**config.mk**
```make
export PLATFORM = sky130hd
export DESIGN_NAME = knap_upd
export DESIGN_NICKNAME = d
export VERILOG_FILES = /design/src/design/knap_pkg.sv /design/src/design/knap_upd.sv
export SDC_FILE = /design/constraint.sdc
export NUM_CORES = 1
export LEC_CHECK = 0
export ABC_AREA = 1
export BUFFER_PORTS_ARGS = -buffer_cell sky130_fd_sc_hd__buf_2
export CORE_AREA = 10 10 101 103
export DETAILED_ROUTE_END_ITERATION = 8
export DIE_AREA = 0 0 111 113
export GPL_ROUTABILITY_DRIVEN = 0
export PLACE_DENSITY = 0.74
export SYNTH_ARGS = -nofsm -noshare
export SYNTH_HDL_FRONTEND = slang
export SYNTH_SLANG_ARGS = --single-unit
```
**constraint.sdc**
```tcl
create_clock -name vclk -period 8.7
set_input_delay 0.435 -clock vclk [all_inputs]
set_output_delay 0.435 -clock vclk [all_outputs]
set_load 0.03 [all_outputs]
```
**src/design/knap_pkg.sv**
```systemverilog
// shared types and constants for the knapsack table solver
package knap_pkg;

    localparam int CAP_W   = 11;
    localparam int VALUE_W = 16;
    localparam int TABLE_W = 32;

    // register indexes on the configuration port
    localparam logic REG_CAPACITY = 1'b0;

    // controller state codes
    typedef logic [2:0] state_t;
    localparam state_t ST_CLEAR  = 3'd0;
    localparam state_t ST_IDLE   = 3'd1;
    localparam state_t ST_SWEEP  = 3'd2;
    localparam state_t ST_DRAIN  = 3'd3;
    localparam state_t ST_RDRES  = 3'd4;
    localparam state_t ST_RESULT = 3'd5;

    // memory port controls from the sequencer
    typedef struct packed {
        logic we;
        logic re;
    } mem_ctl_t;

endpackage

```
**src/design/knap_upd.sv**
```systemverilog
// entry update: keep the old value or take the saturated sum, whichever is larger
module knap_upd
    import knap_pkg::*;
(
    input  logic [TABLE_W-1:0] old_value,
    input  logic [TABLE_W-1:0] lower_value,
    input  logic [VALUE_W-1:0] item_value,
    output logic [TABLE_W-1:0] new_value
);

    logic [TABLE_W:0]   sum;
    logic [TABLE_W-1:0] cand;

    assign sum  = {1'b0, lower_value} + {{(TABLE_W+1-VALUE_W){1'b0}}, item_value};
    assign cand = sum[TABLE_W] ? {TABLE_W{1'b1}} : sum[TABLE_W-1:0];

    assign new_value = (cand > old_value) ? cand : old_value;

endmodule

```
# Word level (Yosys, flattened, before mapping)
# Index checks and enable logic that the tools add are counted.
totals:
  ff_bits: 0
  in_bits: 80
  output_inout_bits: 32
classes:
  add_sub_neg: 1
  magnitude_cmp: 1
  mux: 2
ops:
  columns: ["cell", "n"]
  rows:
  - ["32-bit 2-to-1 mux", 2]
  - ["32-bit by 16-bit adder with 33-bit output", 1]
  - ["32-bit greater-than comparator", 1]

# Longest topological paths before layout
logic_depth:
  ltp_word: 4
  depth_mapped: 27
  ltp_nobuf: 26

# Worst setup path after synthesis
# OpenSTA, ideal clock, no wires.
synth_timing:
  kind: "input-to-output"
  from: "input port lower_value[0]"
  to: "output port new_value[1]"
  arrival_ps: 3546
  required_time_ps: 8265
  slack_ps: 4719
  stages: 24
  path_cell_list: "ha_1 -> fa_1 -> nand2_1 -> nand2_1 -> and2_4 -> nand2_1 -> nand2_1 -> nand2_2 -> nand2_2 -> nand3_4 -> buf_6 -> nand3_2 -> ha_1 -> nand2_1 -> nor2_1 -> nand3_1 -> nor2_1 -> nand2_1 -> nand3_1 -> nand2_1 -> nand2_1 -> nand2_2 -> clkbuf_1 -> o21ai_1"
synth_via:
  elab_chain_cells: 4
synth_lines:
  columns: ["element", "line", "text"]
  rows:
  - ["start, declared", "knap_upd.sv:6", "input logic [TABLE_W-1:0] lower_value,"]
  - ["32-bit by 16-bit adder with 33-bit output (*)", "knap_upd.sv:14", "assign sum = {1'b0, lower_value} + {{(TABLE_W+1-VALUE_W){1'b0}}, item_value};"]
  - ["32-bit 2-to-1 mux (*)", "knap_upd.sv:15", "assign cand = sum[TABLE_W] ? {TABLE_W{1'b1}} : sum[TABLE_W-1:0];"]
  - ["32-bit greater-than comparator", "knap_upd.sv:17", "assign new_value = (cand > old_value) ? cand : old_value;"]
  - ["32-bit 2-to-1 mux (*)", "knap_upd.sv:17", null]
  - ["end, declared", "knap_upd.sv:8", "output logic [TABLE_W-1:0] new_value"]
# Mark *: on every way between the ends. The rest lies on a longest branch, timed or not.

# Final worst setup path
layout_timing:
  from: "input port lower_value[0]"
  to: "output port new_value[10]"
# The elaborated chain is that of the path after synthesis.

==> summary.txt <==
STA
  • Max-Slew Margin vs Limit: 52.5%
  • Setup TNS: 0 ns
  • Final Hold Vio Count: 0
  • Setup ws final: 3.65 ns
  • Fin Hold WS: 1.23 ns
  • Slew @ Worst Pin: 0.711 ns
  • RSZ-0062 raised after global routing: false
  • Fmax: 198 MHz
  • Final setup fails: 0
  • Final period utilization: 58.0%
  • Fin. max-slew vios: 0
  • Fin crit period: 5.05 ns

Synthesis
  • Syn nets: 754
  • Unique masters post-synth: 34
  • Syn Inst Count: 625
  • Cell Area, Synth: 0.00319 mm^2
  • Average size of a mapped cell: 5.10 um^2
  • Ys Warns: 0
  • Sequential fraction of the synthesis area: 0%

Finish
  • Clock Buffer Count: 0
  • Share of layout cells above drive strength 1: 21.0%
  • FF/Latch Area: 0 um^2
  • Antenna diode count: 0
  • Fin area: 0.00383 mm^2
  • Post-layout nets: 860
  • Area grow syn2layout: 19.9%
  • Fill count: 917
  • FFs & Latches: 0
  • Area of the multi-input gates: 0.00268 mm^2

Floorplan
  • Row count: 33
  • Die ar.: 0.0125 mm^2
  • Die Span Y: 113 um
  • # IOs: 112
  • DIE WIDTH: 111 um
  • Initial Util: 39.2%
  • Core box area: 0.00813 mm^2

Critical path
  • Critical Path Source Type: input port
  • Critical Path RT: 8.27 ns
  • Kind of critical path: in -> out
  • Worst path arrival time: 4.61 ns
  • Peak fanout along the critical path: 42
  • Worst setup EP type: primary output

Place
  • Cell Area, Placed: 0.00383 mm^2
  • IO Port Bufs: 112
  • Placement Setup Slack: 3.65 ns
  • DPL Wire Length: 8.90 mm

Drt
  • Final wirelength: 9.71 mm
  • Total number of vias: 3929
  • DRT Pass-1 Iters: 5
  • WL/cell: 11.6 um
  • Via-to-Cell Ratio: 4.71
  • DRT iter0 DRCs: 168
  • ANT nets after route: 0
  • DR DRC count: 0

Pwr
  • PwrDens: 76.8 mW/mm^2
  • Peak VDD IR: 0.0000374 V
  • P_leak: 0.00260 uW
  • Final Power: 294 uW

Global routing
  • Total grt overflow: 0
  • GRT Resource Usage Total: 14.8%
  • Pin count of the biggest net entering global routing: 43
  • Initial antenna violation count: 0
  • Met2 usage: 26.5%
  • Met3 usage: 2.38%
  • Grt peak-use layer: met2
  • Vias in the first global route: 3734
  • GR met1 Demand/Resource: 18.4%
  • First-pass GRT wire length: 16.4 mm

Status
  • Outcome: finished clean

Clocking
  • Post-cts resize count: 0
  • Hold-fix buffers, CTS: 0
  • Post-CTS setup buffers: 0

Job
  • Number of max-cap violations: 0

Hold path
  • HP Class: in -> out
-- where the power goes --
part	internal, uW	switching, uW	total, uW	leakage (uW)
clock network	0	0	0	0
logic	101	193	294	0.00260
registers	0	0	0	0
total	101	193	294	0.00260
-- final timing paths --
kind,slack (ns),cells after the start,to,startpoint
max,3.65,24,new_value[10],lower_value[0]
min,1.23,4,new_value[22],old_value[22]
-- synth_stat cells (all sizes together) --
library cell,instances,area share [%]
xor2,6,1.6
o21ai,16,2.5
and3,1,0.20
or2,6,1.2
nor3,7,1.1
nand3b,2,0.47
o21bai,2,0.47
nor2,50,6.2
and2,1,0.27
nand2,264,32
inv,121,14
nor4,1,0.39
fa,1,0.63
a21oi,24,3.9
xnor2,2,0.55
nand4,9,1.8
nand3,53,12
buf,4,1.3
o21a,1,0.24
a21boi,2,0.47
clkbuf,4,0.47
ha,48,19
-- metrics by stage --
| stage | utilization (%) | instances |
|---|---|---|
| 6_report | 47.0 | 834 |
| 5_1_grt | 47.0 | 834 |
| 4_1_cts | 47.0 | 834 |
| 3_5_place_dp | 47.0 | 834 |
| 3_3_place_gp | 47.0 | 834 |
| 2_1_floorplan | - | 625 |
-- critical path, stage by stage --
cell and delay [ns]:
buf_2 0.10, ha_1 0.21, fa_1 0.40, nand2_1 0.08
nand2_1 0.07, and2_4 0.15, nand2_1 0.05, nand2_1 0.08
nand2_2 0.08, nand2_2 0.08, nand3_4 0.29, nand3_1 0.22
ha_1 0.34, nand2_1 0.07, nor2_1 0.16, nand4_1 0.09
nor2_1 0.19, nand2_1 0.08, nand2_1 0.08, nand2_2 0.41
inv_2 0.49, nand2_1 0.16, nand2_1 0.08, buf_2 0.19
-- layer usage --
layer	vias up	wire, um	part of all wire, %
met2	118	4370	45
li1	2140	-	-
met3	12	639	6.6
met1	1659	4570	47
met4	0	139	1.4
met5	-	0	0
-- layout by cell type, fill, tap and decap left out, types with 2 or more instances in the layout --
cell type,Yosys,layout
nand3_1,33,33
nand4_1,9,9
o21ai_1,12,12
nand3_2,19,19
nand2_2,6,6
o21ai_0,4,4
nand2_1,258,258
nand3b_1,2,2
or2_2,5,5
a21oi_1,23,23
o21bai_1,2,2
xnor2_1,2,2
nor3_1,7,7
nor2_1,48,48
buf_2,2,112
inv_2,5,5
ha_1,48,48
inv_1,116,116
xor2_1,6,6
-- cell type report --
class                      count  share of cell area (%)
multi-input combinational    496                    70.0
timing repair buffer         112                    14.7
inverter                     121                    11.9
tap                          105                    3.43
-- cells by family (layout without fill, tap and decap cells) --
family / after synthesis / after routing / share of synthesized area, %
AND/OR/NAND/NOR: 394 / 394 / 54.8
buffers and inverters: 129 / 233 / 16.0
adder cells (fa/ha/maj): 49 / 49 / 19.5
AO/OA/AOI/OAI: 45 / 45 / 7.57
XOR/XNOR: 8 / 8 / 2.20
Note: power is estimated with default switching activity, not from simulation.
