[config.mk]
export PLATFORM = sky130hd
export DESIGN_NAME = knap_cfg
export DESIGN_NICKNAME = d
export VERILOG_FILES = /design/src/design/knap_pkg.sv /design/src/design/knap_cfg.sv
export SDC_FILE = /design/constraint.sdc
export NUM_CORES = 1
export LEC_CHECK = 0
export ABC_AREA = 1
export BUFFER_PORTS_ARGS = -buffer_cell sky130_fd_sc_hd__buf_2
export CORE_MARGIN = 10
export CORE_UTILIZATION = 29
export CTS_CLUSTER_DIAMETER = 150
export DETAILED_ROUTE_END_ITERATION = 7
export GPL_ROUTABILITY_DRIVEN = 0
export PLACE_DENSITY = 0.83
export SLEW_MARGIN = 20
export SYNTH_ARGS = -nofsm -noshare
export SYNTH_HDL_FRONTEND = slang
export SYNTH_SLANG_ARGS = --single-unit
[constraint.sdc]
create_clock -name clk -period 0.8 [get_ports clk]
set_input_delay 0.12 -clock clk [delete_from_list [all_inputs] [get_ports clk]]
set_output_delay 0.12 -clock clk [all_outputs]
set_load 0.005 [all_outputs]
[src/design/knap_pkg.sv]
// shared types and constants for the knapsack table solver
package knap_pkg;

    localparam int CAP_W   = 11;
    localparam int VALUE_W = 16;
    localparam int TABLE_W = 32;

    // register indexes on the configuration port
    localparam logic REG_CAPACITY = 1'b0;

    // controller state codes
    typedef logic [2:0] state_t;
    localparam state_t ST_CLEAR  = 3'd0;
    localparam state_t ST_IDLE   = 3'd1;
    localparam state_t ST_SWEEP  = 3'd2;
    localparam state_t ST_DRAIN  = 3'd3;
    localparam state_t ST_RDRES  = 3'd4;
    localparam state_t ST_RESULT = 3'd5;

    // memory port controls from the sequencer
    typedef struct packed {
        logic we;
        logic re;
    } mem_ctl_t;

endpackage

[src/design/knap_cfg.sv]
// configuration register port holding the knapsack capacity
module knap_cfg
    import knap_pkg::*;
(
    input  logic               clk,
    input  logic               rst_n,
    input  logic               psel,
    input  logic               penable,
    input  logic               pwrite,
    input  logic [2:0]         paddr,
    input  logic [31:0]        pwdata,
    output logic [31:0]        prdata,
    output logic               pready,
    output logic [CAP_W-1:0]   capacity
);

    logic [CAP_W-1:0] capacity_reg;
    logic             wr_en;

    assign pready = 1'b1;
    assign wr_en  = psel && penable && pwrite && (paddr[2] == REG_CAPACITY);

    always_ff @(posedge clk or negedge rst_n)
    begin
        if (!rst_n)
        begin
            capacity_reg <= '0;
        end
        else if (wr_en)
        begin
            capacity_reg <= pwdata[CAP_W-1:0];
        end
    end

    always_comb
    begin
        if (paddr[2] == REG_CAPACITY)
        begin
            prdata = {{(32-CAP_W){1'b0}}, capacity_reg};
        end
        else
        begin
            prdata = '0;
        end
    end

    assign capacity = capacity_reg;

endmodule

# Word level (Yosys, flattened, before mapping)

Cells that the tools add are included.

Output and inout bits: 44
Logic and storage cells: 6
Bits in registers: 11

Reduce and logical (&&, ||, !) cells: 3
Muxes and demuxes: 1
Bitwise logic cells: 1

Operators with widths:

| cell                | count |
|---|---|
| $mux W11            | 1 |
| $logic_and A1 B1 Y1 | 3 |
| $not A1 Y1          | 1 |

# Logic depth before layout (Yosys ltp)

Depth after elaboration: 3
Mapped depth: 6
Depth with buffers taken out: 5

# Worst setup path after synthesis

No wires, ideal clock.

Path type: input-to-reg
From: in psel
To: reg capacity_reg[0] (netlist: capacity[0])
Cell stages on the path: 6
Setup time: 0.117 ns
Path buffers: 1
Required time: 0.683 ns
Path slack: 0.136 ns
Arrival: 0.547 ns
Cell sequence: inv_1 > nor2_2 > nand2_1 > buf_6 > nand2_1 > nand2_1

Cells in the longest elaborated chain, start to end: 3

RTL lines:

| element                           | RTL line       | RTL |
|---|---|---|
| start: declaration                | knap_cfg.sv:7  | `input logic psel,` |
| $logic_and A1 B1 Y1 (3 in series) | knap_cfg.sv:21 | `assign wr_en = psel && penable && pwrite && (paddr[2] == REG_CAPACITY);` |
| end signal: assignment            | knap_cfg.sv:31 | `capacity_reg <= pwdata[CAP_W-1:0];` |
| end: declaration                  | knap_cfg.sv:17 | `logic [CAP_W-1:0] capacity_reg;` |

Every way passes these cells.
A chain may end at the register's enable or synchronous reset.

# Final worst setup path

From: reg capacity_reg[3] (netlist: capacity[3])
To: out prdata[3]

Cells in the longest elaborated chain, start to end: 1

RTL lines:

| element          | RTL line       | RTL |
|---|---|---|
| $mux W11         | knap_cfg.sv:37 | `if (paddr[2] == REG_CAPACITY)` |
| end: declaration | knap_cfg.sv:12 | `output logic [31:0] prdata,` |

Every way passes these cells.

==> flow_metrics.env <==
export IMPL_status="finished with violations"
export IMPL_violations="setup timing"
export IMPL_slew_violations=0
export IMPL_p_seq_frac=0.430
export IMPL_htreeDepth=1
export IMPL_syn_to_final_growth_pct=33.8
export IMPL_post_route_util=0.422
export IMPL_vias=661
export IMPL_cp_startpoint="capacity[3]$_DFFE_PN0P_"
export IMPL_drt_wirelength_per_cell_um=11.6
export IMPL_synth_distinct_cells=10
export IMPL_overflow=0
export IMPL_synthSimpleGateAreaFrac=0.268
export IMPL_synth_top_family_by_area="buffers and inverters"
export IMPL_ys_flop_type="dfrtp_1"
export IMPL_crit_path_max_fanout=3
export IMPL_die_w_um=69.8
export IMPL_pwr_share_clk=0.219
export IMPL_synth_edf_count=0
export IMPL_hold_viol_final=0
export IMPL_clock_latency_ps=260
export IMPL_ys_ff_latch=11
export IMPL_reg2reg_slack_ps=-50
export IMPL_comb_power_share=0.351
export IMPL_antennaDiodeCount=0
export IMPL_nNetsFinal=190
export IMPL_synth_area_leaders="dfrtp_1, buf_4, nand2_1"
export IMPL_synth_top_area_cell="dfrtp_1"
export IMPL_finalWirelength_um=2050
export IMPL_hp_class="primary input to flop"
export IMPL_path_cells="inv_1, nor2_1, buf_2"
export IMPL_drcViolationCount=0
export IMPL_hold_path_end="capacity[8]$_DFFE_PN0P_"
export IMPL_switching_share=0.315
export IMPL_die_h_um=69.8
export IMPL_worst_setup_path_start_kind="flop"
export IMPL_power_net_switching_w=0.000538
export IMPL_max_stage_delay_ps=370
export IMPL_grt_use_total=0.0835
export IMPL_antenna_found_initial=0
export IMPL_cap_violations=0
export IMPL_whs_path_depth=3
export IMPL_timing_rr_start="capacity[8]$_DFFE_PN0P_"
export IMPL_synth_compound_area_frac=0
export IMPL_crit_slowest_cell="dfrtp_1"
export IMPL_ant_nets=0
export IMPL_synthAdderAreaFrac=0
export IMPL_r2r_cells=4
export IMPL_worstPathArrival_ps=880
export IMPL_numCtsBuffers=3
export IMPL_power_density_mw_per_mm2=1780
export IMPL_grt_pass1_vias=756
export IMPL_drive_above_1_share=0.383
export IMPL_period_minus_slack_ps=996
export IMPL_clkTransAtPathRegs_ps=70
export IMPL_synth_area_mux_share=0
export IMPL_tritoncts="yes"
export IMPL_crit_type="flop to output pin"
export IMPL_required_ps=680
export IMPL_internal_power_w=0.00117
export IMPL_finalClockSkew_ps=0
export IMPL_num_io_pins=84
export IMPL_core_mm2=0.00228
export IMPL_die_area_mm2=0.00487
export IMPL_synth_xor_area_share=0
export IMPL_viasPerCell=3.73
export IMPL_grt_max_degree=12
export IMPL_postSynthAreaPerCell_um2=7.25
export IMPL_synth_top_cell_area_share=0.383
export IMPL_cp_top_family="flip-flops"
export IMPL_drt_first_pass_iters=2
export IMPL_timing_hold_ws_ps=82.6
export IMPL_rsz0062_at_grt="yes"
export IMPL_worst_slack_ps=-196
export IMPL_hp_start="pwdata[8]"
export IMPL_setup_viol=23
export IMPL_fmax_mhz=1000
export IMPL_finalCritPeriodShare=1.25
export IMPL_synthTopCellsByCount="nand2_1, buf_4, inv_1"
export IMPL_root_buffer="clkbuf_4"
export IMPL_path_buf_inv=2
export IMPL_dp_hpwl_um=1630
export IMPL_grt_pass1_wl_um=3480
export IMPL_clock_sinks=11
export IMPL_yosysMostFrequentCell="nand2_1"
export IMPL_rows=17
export IMPL_yosys_warnings=0
export IMPL_total_leakage_power_nw=0.631
export IMPL_synth_area_um2=718
export IMPL_drtIter0Drc=11
export IMPL_synthCells=99
export IMPL_largest_reg_flops=11
export IMPL_critical_path_endpoint_type="output pin"
export IMPL_vdd_drop_max_v=0.000907
export IMPL_fill_cells=246
export IMPL_cts_buffer_depth=2
export IMPL_ys_seq_area_frac=0.383
export IMPL_r2r_end="capacity[8]$_DFFE_PN0P_"
export IMPL_start_util=0.316
export IMPL_io_buffers=38
export IMPL_synthArstFlopShare=1.00
## cells by family (layout without fill, tap and decap cells)
family	count (synthesis)	after routing
simple gates	47	47
buf+inv	39	69
flops	11	11
other cells	2	22
## power groups by stage
| stage | Sequential, W | Clock (W) | Combinational, W |
|---|---|---|---|
| after detailed placement | 0.000754 | 0 | 0.000474 |
| after floorplan | 0.000753 | 0 | 0.000283 |
| after global placement | 0.000748 | 0 | 0.000464 |
| final | 0.000735 | 0.000375 | 0.000600 |
| after global routing | 0.000752 | 0.000415 | 0.000694 |
| after CTS | 0.000735 | 0.000395 | 0.000592 |
## what timing repair did
action	4_1_cts	5_1_grt
hold buffers	1	0
endpoints found under the setup margin	22	23
buffers inserted	8	1
hold endpoints to repair	11	0
gates resized for setup	0	2
pin swaps	3	4
cloned	0	0
## layout by cell type (no fill, tap or decap)
cell           instances
buf_2                 38
nand2_1               24
conb_1                22
buf_4                 13
inv_1                 12
nand3_1               11
dfrtp_1               11
nor2_1                10
clkbuf_4               3
nor2_2                 2
inv_2                  1
clkbuf_1               1
dlygate4sd3_1          1
## layer usage
metal	GRT usage	routed length, um
met1	0.0780	763
met3	0.0371	179
met4	0.0326	9
met2	0.154	1100
met5	0	0
## metrics by stage
step | setup TNS, ps | power, W | instance area [um2] | worst slack [ps] | cells
floorplan | 0 | 0.00104 | 793 | 136 | 119
global placement | -780 | 0.00121 | 855 | -79.7 | 163
detailed placement | -772 | 0.00123 | 855 | -78.7 | 163
CTS | -3590 | 0.00172 | 951 | -210 | 176
global route | -4610 | 0.00186 | 961 | -283 | 177
finish | -3280 | 0.00171 | 961 | -196 | 177
## how the worst max path moves through the flow
stage | to | slack [ps] | cells past startpoint
after floorplan | capacity[0]$_DFFE_PN0P_ | 140 | 6
after global placement | capacity[1]$_DFFE_PN0P_ | -80 | 5
after detailed placement | capacity[0]$_DFFE_PN0P_ | -80 | 5
after CTS | prdata[2] | -210 | 3
after global routing | prdata[4] | -280 | 3
final | prdata[3] | -200 | 3
## final cells by class
cell class	instances	area, um2	share of cell area
clock buffer	4	26.3	0.0273
inverter	13	48.8	0.0508
multi-input combinational	69	278	0.289
sequential	11	275	0.286
tap	28	35.0	0.0365
timing repair buffer	52	298	0.310
## worst reg2reg max path: cells and delay by family (launching register included)
kind	cells	cell delay (ps)
DFF	1	390
buffers and inverters	2	250
and+or+nand+nor	2	100
Power figures use the tool's default switching activity.
