==> src/design/knap_pkg.sv <==
// shared types and constants for the knapsack table solver
package knap_pkg;

    localparam int CAP_W   = 11;
    localparam int VALUE_W = 16;
    localparam int TABLE_W = 32;

    // register indexes on the configuration port
    localparam logic REG_CAPACITY = 1'b0;

    // controller state codes
    typedef logic [2:0] state_t;
    localparam state_t ST_CLEAR  = 3'd0;
    localparam state_t ST_IDLE   = 3'd1;
    localparam state_t ST_SWEEP  = 3'd2;
    localparam state_t ST_DRAIN  = 3'd3;
    localparam state_t ST_RDRES  = 3'd4;
    localparam state_t ST_RESULT = 3'd5;

    // memory port controls from the sequencer
    typedef struct packed {
        logic we;
        logic re;
    } mem_ctl_t;

endpackage

==> src/design/knap_ctrl.sv <==
// sequencer: table clear, per-object capacity sweep and result readout
module knap_ctrl
    import knap_pkg::*;
#(
    parameter int MAX_CAPACITY = 1024,
    parameter int ADDR_W       = 11
)
(
    input  logic                clk,
    input  logic                rst_n,
    input  logic                start,
    input  logic [CAP_W-1:0]    item_weight,
    input  logic [VALUE_W-1:0]  item_value,
    input  logic                last_item,
    input  logic [CAP_W-1:0]    capacity,
    output logic                busy,
    output logic                done,
    output logic [TABLE_W-1:0]  best_value,
    output mem_ctl_t            mem_ctl,
    output logic [ADDR_W-1:0]   waddr,
    output logic [TABLE_W-1:0]  wdata,
    output logic [ADDR_W-1:0]   raddr_a,
    output logic [ADDR_W-1:0]   raddr_b,
    input  logic [TABLE_W-1:0]  rdata_a,
    input  logic [TABLE_W-1:0]  upd_value,
    output logic [VALUE_W-1:0]  upd_item_value
);

    localparam logic [ADDR_W-1:0] TOP_ADDR = ADDR_W'(MAX_CAPACITY);

    state_t              state_reg, state_next;
    logic [ADDR_W-1:0]   j_reg, j_next;
    logic [ADDR_W-1:0]   wt_reg, wt_next;
    logic [ADDR_W-1:0]   lo_reg, lo_next;
    logic [ADDR_W-1:0]   cap_reg, cap_next;
    logic [VALUE_W-1:0]  val_reg, val_next;
    logic                last_reg, last_next;
    logic                s1_valid_reg, s1_valid_next;
    logic [ADDR_W-1:0]   s1_addr_reg, s1_addr_next;
    logic                done_reg, done_next;
    logic [TABLE_W-1:0]  best_reg, best_next;

    logic [31:0] cap_wide;
    logic [31:0] lo_wide;
    logic        has_work;

    assign cap_wide = (32'(capacity) > 32'(MAX_CAPACITY)) ? 32'(MAX_CAPACITY)
                                                          : 32'(capacity);
    assign lo_wide  = (item_weight == '0) ? 32'd1 : 32'(item_weight);
    assign has_work = (cap_wide >= lo_wide);

    always_comb
    begin
        state_next    = state_reg;
        j_next        = j_reg;
        wt_next       = wt_reg;
        lo_next       = lo_reg;
        cap_next      = cap_reg;
        val_next      = val_reg;
        last_next     = last_reg;
        s1_valid_next = 1'b0;
        s1_addr_next  = j_reg;
        done_next     = 1'b0;
        best_next     = best_reg;
        case (state_reg)
            ST_CLEAR:
            begin
                if (j_reg == '0)
                begin
                    state_next = ST_IDLE;
                end
                else
                begin
                    j_next = j_reg - 1'b1;
                end
            end
            ST_IDLE:
            begin
                if (start)
                begin
                    cap_next  = cap_wide[ADDR_W-1:0];
                    wt_next   = ADDR_W'(item_weight) & {ADDR_W{has_work}};
                    lo_next   = lo_wide[ADDR_W-1:0];
                    val_next  = item_value;
                    last_next = last_item;
                    j_next    = cap_wide[ADDR_W-1:0];
                    if (has_work)
                    begin
                        state_next = ST_SWEEP;
                    end
                    else if (last_item)
                    begin
                        state_next = ST_RDRES;
                    end
                end
            end
            ST_SWEEP:
            begin
                // reads for entry j go out now, the write follows next cycle
                s1_valid_next = 1'b1;
                if (j_reg == lo_reg)
                begin
                    state_next = ST_DRAIN;
                end
                else
                begin
                    j_next = j_reg - 1'b1;
                end
            end
            ST_DRAIN:
            begin
                state_next = last_reg ? ST_RDRES : ST_IDLE;
            end
            ST_RDRES:
            begin
                state_next = ST_RESULT;
            end
            ST_RESULT:
            begin
                best_next  = rdata_a;
                done_next  = 1'b1;
                j_next     = TOP_ADDR;
                state_next = ST_CLEAR;
            end
            default:
            begin
                j_next     = TOP_ADDR;
                state_next = ST_CLEAR;
            end
        endcase
    end

    always_ff @(posedge clk or negedge rst_n)
    begin
        if (!rst_n)
        begin
            state_reg    <= ST_CLEAR;
            j_reg        <= TOP_ADDR;
            s1_valid_reg <= 1'b0;
            done_reg     <= 1'b0;
            last_reg     <= 1'b0;
        end
        else
        begin
            state_reg    <= state_next;
            j_reg        <= j_next;
            s1_valid_reg <= s1_valid_next;
            done_reg     <= done_next;
            last_reg     <= last_next;
        end
    end

    always_ff @(posedge clk)
    begin
        wt_reg      <= wt_next;
        lo_reg      <= lo_next;
        cap_reg     <= cap_next;
        val_reg     <= val_next;
        s1_addr_reg <= s1_addr_next;
        best_reg    <= best_next;
    end

    // memory access
    always_comb
    begin
        mem_ctl.we = 1'b0;
        mem_ctl.re = 1'b0;
        waddr      = s1_addr_reg;
        wdata      = upd_value;
        raddr_a    = j_reg;
        raddr_b    = j_reg - wt_reg;
        if (state_reg == ST_CLEAR)
        begin
            mem_ctl.we = 1'b1;
            waddr      = j_reg;
            wdata      = '0;
        end
        else if (s1_valid_reg)
        begin
            mem_ctl.we = 1'b1;
        end
        if (state_reg == ST_SWEEP)
        begin
            mem_ctl.re = 1'b1;
        end
        else if (state_reg == ST_RDRES)
        begin
            mem_ctl.re = 1'b1;
            raddr_a    = cap_reg;
            raddr_b    = cap_reg;
        end
    end

    assign upd_item_value = val_reg;
    assign busy           = (state_reg != ST_IDLE);
    assign done           = done_reg;
    assign best_value     = best_reg;

endmodule

==> config.mk <==
export PLATFORM = sky130hd
export DESIGN_NAME = knap_ctrl
export DESIGN_NICKNAME = d
export VERILOG_FILES = /design/src/design/knap_pkg.sv /design/src/design/knap_ctrl.sv
export SDC_FILE = /design/constraint.sdc
export NUM_CORES = 1
export LEC_CHECK = 0
export CAP_MARGIN = 40
export CORE_MARGIN = 10
export CORE_UTILIZATION = 45
export DETAILED_ROUTE_END_ITERATION = 10
export DONT_BUFFER_PORTS = 1
export GPL_ROUTABILITY_DRIVEN = 0
export PLACE_DENSITY = 0.63
export SLEW_MARGIN = 20
export SYNTH_ARGS = -nofsm -noshare
export SYNTH_HDL_FRONTEND = slang
export SYNTH_SLANG_ARGS = --single-unit
==> constraint.sdc <==
create_clock -name clk -period 3.3 [get_ports clk]
set_input_delay 0.33 -clock clk [delete_from_list [all_inputs] [get_ports clk]]
set_output_delay 0.33 -clock clk [all_outputs]
set_load 0.005 [all_outputs]
* Word-level counts from Yosys, hierarchy flattened *
Index checks and enable logic that the tools add are counted.
Widths: inputs -> output; s select.

storage, ports and cells
  register bits after elaboration = 109
  output and inout bits = 117

cells by class
  add/subtract/negate cells = 2
  $lt $le $gt $ge = 2
  equality and inequality tests = 13
  mux-type cells = 25
  bitwise operators = 2
  reductions and logical operators = 7

operators with widths
  operator               count
  $mux 11                10
  $pmux 11 s4            1
  $mux 32                1
  $logic_not 11->1       2
  $mux 3                 6
  $pmux 3 s5             1
  $and 11x11->11         1
  $eq 11x11->1           1
  $ge 11x11->1           1
  $gt 11x11->1 const B   1
  $sub 11x1->11 const B  1
  $sub 11x11->11         1
  $ne 2x2->1 const B     5
  $reduce_and 4->1       2
  $eq 3x2->1 const B     2
  $eq 3x3->1 const B     2
  $mux 1                 6
  $eq 3x1->1 const B     1
  $logic_not 3->1        1
  $ne 3x1->1 const B     1
  $ne 3x3->1 const B     1
  $reduce_and 2->1       1
  $reduce_or 2->1        1
  $not 1->1              1

* Longest topological paths before layout *
  depth in word-level cells = 6
  depth in mapped cells = 10
  gate-level depth less buffers = 9

* Worst setup path before layout *
OpenSTA, ideal clock, no wires.

  kind = register to register
  start point = reg state_reg[2]
  end point = reg last_reg
  setup time = 127 ps
  arrival time = 2428 ps
  slack = 745 ps
  stages on the path, launching flop included = 5
  clock period less this slack = 2555 ps
  path through = dfrtp_1 nand2b_1 nor2_1 and2_1 mux2_2

between the ends
  word-level cells in the longest chain between the ends = 2

RTL lines
  what                               line              text
  start: declaration                 knap_ctrl.sv:31   state_t state_reg, state_next;
  start signal: assignment           knap_ctrl.sv:145  state_reg <= state_next;
  $eq 3x1->1                         knap_ctrl.sv:65   case (state_reg)
  $reduce_and 2->1 (no source line)  -
  end signal: assignment             knap_ctrl.sv:149  last_reg <= last_next;
  end: declaration                   knap_ctrl.sv:37   logic last_reg, last_next;

Every way passes these cells.
A chain may end at the register's enable or synchronous reset.

* Worst setup path in the final report *
  start point = reg j_reg[0]
  end point = out raddr_b[8]

between the ends
  word-level cells in the longest chain between the ends = 3

RTL lines
  what                      line              text
  start: declaration        knap_ctrl.sv:32   logic [ADDR_W-1:0] j_reg, j_next;
  start signal: assignment  knap_ctrl.sv:146  j_reg <= j_next;
  $sub 11x11->11 (*)        knap_ctrl.sv:171  raddr_b = j_reg - wt_reg;
  $mux 11                   knap_ctrl.sv:186  else if (state_reg == ST_RDRES)
  $mux 11 (*)               knap_ctrl.sv:182  if (state_reg == ST_SWEEP)
  end: declaration          knap_ctrl.sv:23   output logic [ADDR_W-1:0] raddr_b,

Mark *: on every way between the ends. The rest lies on a longest branch, timed or not.

==> run_results.csv <==
group,metric,value,unit
layout,largest_reg_flops,32,
die,start_util,46.1,%
placement,dp_hpwl,11100,um
flow_run,drv_cap,0,
clock_tree,clock_latency,0.35,ns
clock_tree,path_clk_slew,0.08,ns
clock_tree,post-cts-setup-buffers,0,
synthesis,yosysTopAreaCell,"edfxtp_1",
layout,diodes,0,
layout,final_nets,582,
critical_path,worstPathCellList,"inv_1, ha_1, fa_1, nor2b_1, o31a_1, o21a_1, a31oi_1, xor2_1, o21ai_0",
global_route,grt_max_degree,34,
critical_path,arrival,2.70,ns
sta,fin_crit_sh,91.9,%
drt,drc,0,
run_status,outcome,"finished clean",
sta,fmax,330,MHz
drt,first_pass_iters,5,
clock_tree,clockBufferDepth,2,
critical_path,critical_path_peak_fanout,5,
placement,dpl_worst_slack,0.611,ns
synthesis,ys_ff_latch,109,
clock_tree,htreeDepth,3,
synthesis,synth_area_leaders,"edfxtp_1, dfrtp_1, nor2b_1",
sta,finalCriticalPeriod,3.03,ns
drt,maxUsedRoutingLayer,"met4",
critical_path,rrSetupSlack,1.10,ns
sta,slew_headroom,57.3,%
sta,rsz0062_at_grt,"no",
die,die_y,128,um
synthesis,syn_area,5280,sq um
critical_path,crit_required,2.97,ns
die,rows,39,
global_route,grt_pass1_vias,3337,
synthesis,netlist_instances,462,
drt,via_per_inst,5.68,
power_and_ir_drop,peakVddDrop,0.484,mV
die,die_width,128,um
synthesis,yosysUniqueCellTypes,53,
drt,route.met2.wl,7220,um
die,dieArea,16500,sq um
clock_tree,cts_tree,"built",
synthesis,yosysWarnings,0,
synthesis,synth_top_family_by_area,"simple AND/OR/NAND/NOR gates",
clock_tree,clock-sinks,109,
sta,finalSetupTns,0,ns
critical_path,crit_start,"j_reg[0]$_DFFE_PN0P_",
critical_path,crit_path_end_kind,"output pin",
global_route,grt_pass1_wl,20700,um
sta,setup_viol,0,
drt,antenna_left,0,
critical_path,slowest_delay,0.43,ns
worst_hold_path,min_path_type,"in -> reg",
synthesis,synth.area.mux_share,2.96,%
synthesis,yosysSeqAreaShare,58.3,%
synthesis,synth_nets,591,
placement,port_buffers,0,
synthesis,synthAdderAreaFrac,5.59,%
drt,initialDrtViolationCount,231,
sta,slew_viol_final,0,
worst_hold_path,min-delay-start,"item_value[12]",
drt,via_count,3414,
critical_path,startpoint_type,"flip-flop",
die,io_pins,223,
sta,worstMarginPinSlew,0.636,ns
synthesis,ys.flop_type,"edfxtp_1",
critical_path,r2r_start,"j_reg[1]$_DFFE_PN0P_",
power_and_ir_drop,leakagePower,0.00216,uW
synthesis,synth-xor-area-share,2.65,%
layout,final_layout_size_suffix_gt1_share,11.1,%
clock_tree,cts-root-buf,"clkbuf_16",
synthesis,synth_simple_gate_area_share,16.1,%
layout,syn_to_final_growth,8.41,%
global_route,antenna_found_initial,0,
synthesis,synth-edff-count,81,
global_route,track_usage,16.3,%
power_and_ir_drop,power_density,799,nW/um^2
drt,drt-met1-wl,5580,um
synthesis,synth_compound_area_share,10.1,%
sta,worst_slack,0.268,ns
drt,wl_met3,975,um
critical_path,critPathKind,"reg -> out",
sta,clock_skew,0.00876,ns
clock_tree,cts_buffers,9,
synthesis,synth_top_cell_area_share,46.0,%
synthesis,avgSynthCellArea,11.4,sq um
drt,post_drt_wl_per_cell,23.3,um
die,core_area,11500,sq um
critical_path,crit_slowest_cell,"dfrtp_1",
sta,report.final.hold_viol_count,0,
synthesis,async_reset_ff_share,15.6,%
global_route,overflow,0,
drt,wl,14000,um
==> logic make-up (layout without fill, tap and decap cells) <==
group,count (synthesis),after routing
flip-flops,109,109
XOR/XNOR,16,16
adder cells (fa/ha/maj),23,23
AND/OR/NAND/NOR,166,166
multiplexers,14,14
AO/OA/AOI/OAI,81,81
buffers and inverters,53,49
==> Yosys cell counts (6+ instances only) <==
master / count
xnor2_1: 14
nand2_1: 43
o21ai_1: 16
and2_1: 14
a21oi_1: 16
dfrtp_1: 16
edfxtp_1: 81
clkbuf_1: 23
ha_1: 22
o21ai_0: 12
nor3_1: 10
o21a_1: 6
nor2_1: 30
dfxtp_1: 11
nor2b_1: 46
mux2_2: 13
inv_1: 24
==> area by class of cell <==
class | count | area (sq um)
multi-input cells | 300 | 1990
repair buffers | 9 | 81.3
fillers | 979 | 5740
clock buffers | 9 | 225
inverters | 24 | 90.1
flip-flops and latches | 109 | 3080
well taps | 143 | 179
clock inverters | 7 | 86.3
==> what timing repair did <==
action,CTS,global route
endpoints found under the hold margin,17,0
resized for setup,0,1
hold buffers,1,0
setup endpoints to repair,0,1
==> critical path: cells and delay by family (launching register included) <==
family / cells / cell delay [ns]
XOR/XNOR: 1 / 0.15
AND/OR/NAND/NOR: 1 / 0.21
buffers and inverters: 1 / 0.13
AO/OA/AOI/OAI: 4 / 0.77
adder cells (fa/ha/maj): 2 / 0.67
flip-flops: 1 / 0.43
==> power breakdown <==
group	switching [uW]	internal, uW	total (uW)
Sequential	220	1680	1900
Clock	508	609	1120
Combinational	940	616	1560
Total	1670	2910	4570
==> worst paths after layout <==
check | to | cells after the start
worst max-delay path | raddr_b[8] | 9
worst min-delay path | upd_item_value[12]$_DFFE_PP_ | 0
worst max register to register | j_reg[0]$_DFFE_PN0P_ | 8
worst min register to register | s1_addr_reg[0]$_DFF_P_ | 0
max in group asynchronous | j_reg[10]$_DFFE_PN1P_ | 2
min in group asynchronous | last_reg$_DFFE_PN0P_ | 1
==> cells in the final DEF, fill, tap and decap left out, types with 4 or more instances in the layout <==
| master | Yosys | routed |
|---|---|---|
| nor3_1 | 10 | 10 |
| o31ai_1 | 4 | 4 |
| nand4_1 | 4 | 4 |
| nor2_1 | 30 | 29 |
| and2_1 | 14 | 13 |
| ha_1 | 22 | 22 |
| a21o_1 | 5 | 5 |
| buf_4 | 1 | 6 |
| dfxtp_1 | 11 | 11 |
| clkbuf_16 | 0 | 9 |
| a21oi_1 | 16 | 16 |
| o21ai_1 | 16 | 16 |
| xnor2_1 | 14 | 14 |
| o21a_1 | 6 | 6 |
| nand2b_1 | 4 | 4 |
| dfrtp_1 | 16 | 16 |
| nand2_1 | 43 | 43 |
| a22oi_1 | 4 | 4 |
| nor4_1 | 5 | 5 |
| o21ai_0 | 12 | 12 |
| nor2b_1 | 46 | 46 |
| edfxtp_1 | 81 | 81 |
| inv_1 | 24 | 24 |
| mux2_2 | 13 | 13 |
| nand3_1 | 4 | 4 |
==> stage by stage <==
stage | cell area (sq um) | util [%] | total power, uW | std cells | hold WS (ns)
4_1_cts | 5700 | 49.7 | 4620 | 599 | 0.0631
5_1_grt | 5730 | 50.0 | 4880 | 601 | 0.0562
6_report | 5730 | 50.0 | 4570 | 601 | 0.0679
3_3_place_gp | 5380 | 46.9 | 3460 | 582 | 0.0357
2_1_floorplan | 5280 | - | 3080 | 462 | 0.0344
3_5_place_dp | 5380 | 46.9 | 3490 | 582 | 0.0358
==> metal layers <==
layer,vias to the layer above,track usage [%]
li1,1597,-
met1,1643,19.0
met2,158,27.7
met3,16,5.17
met4,0,5.30
met5,-,0
(Power assumes the default switching activity.)
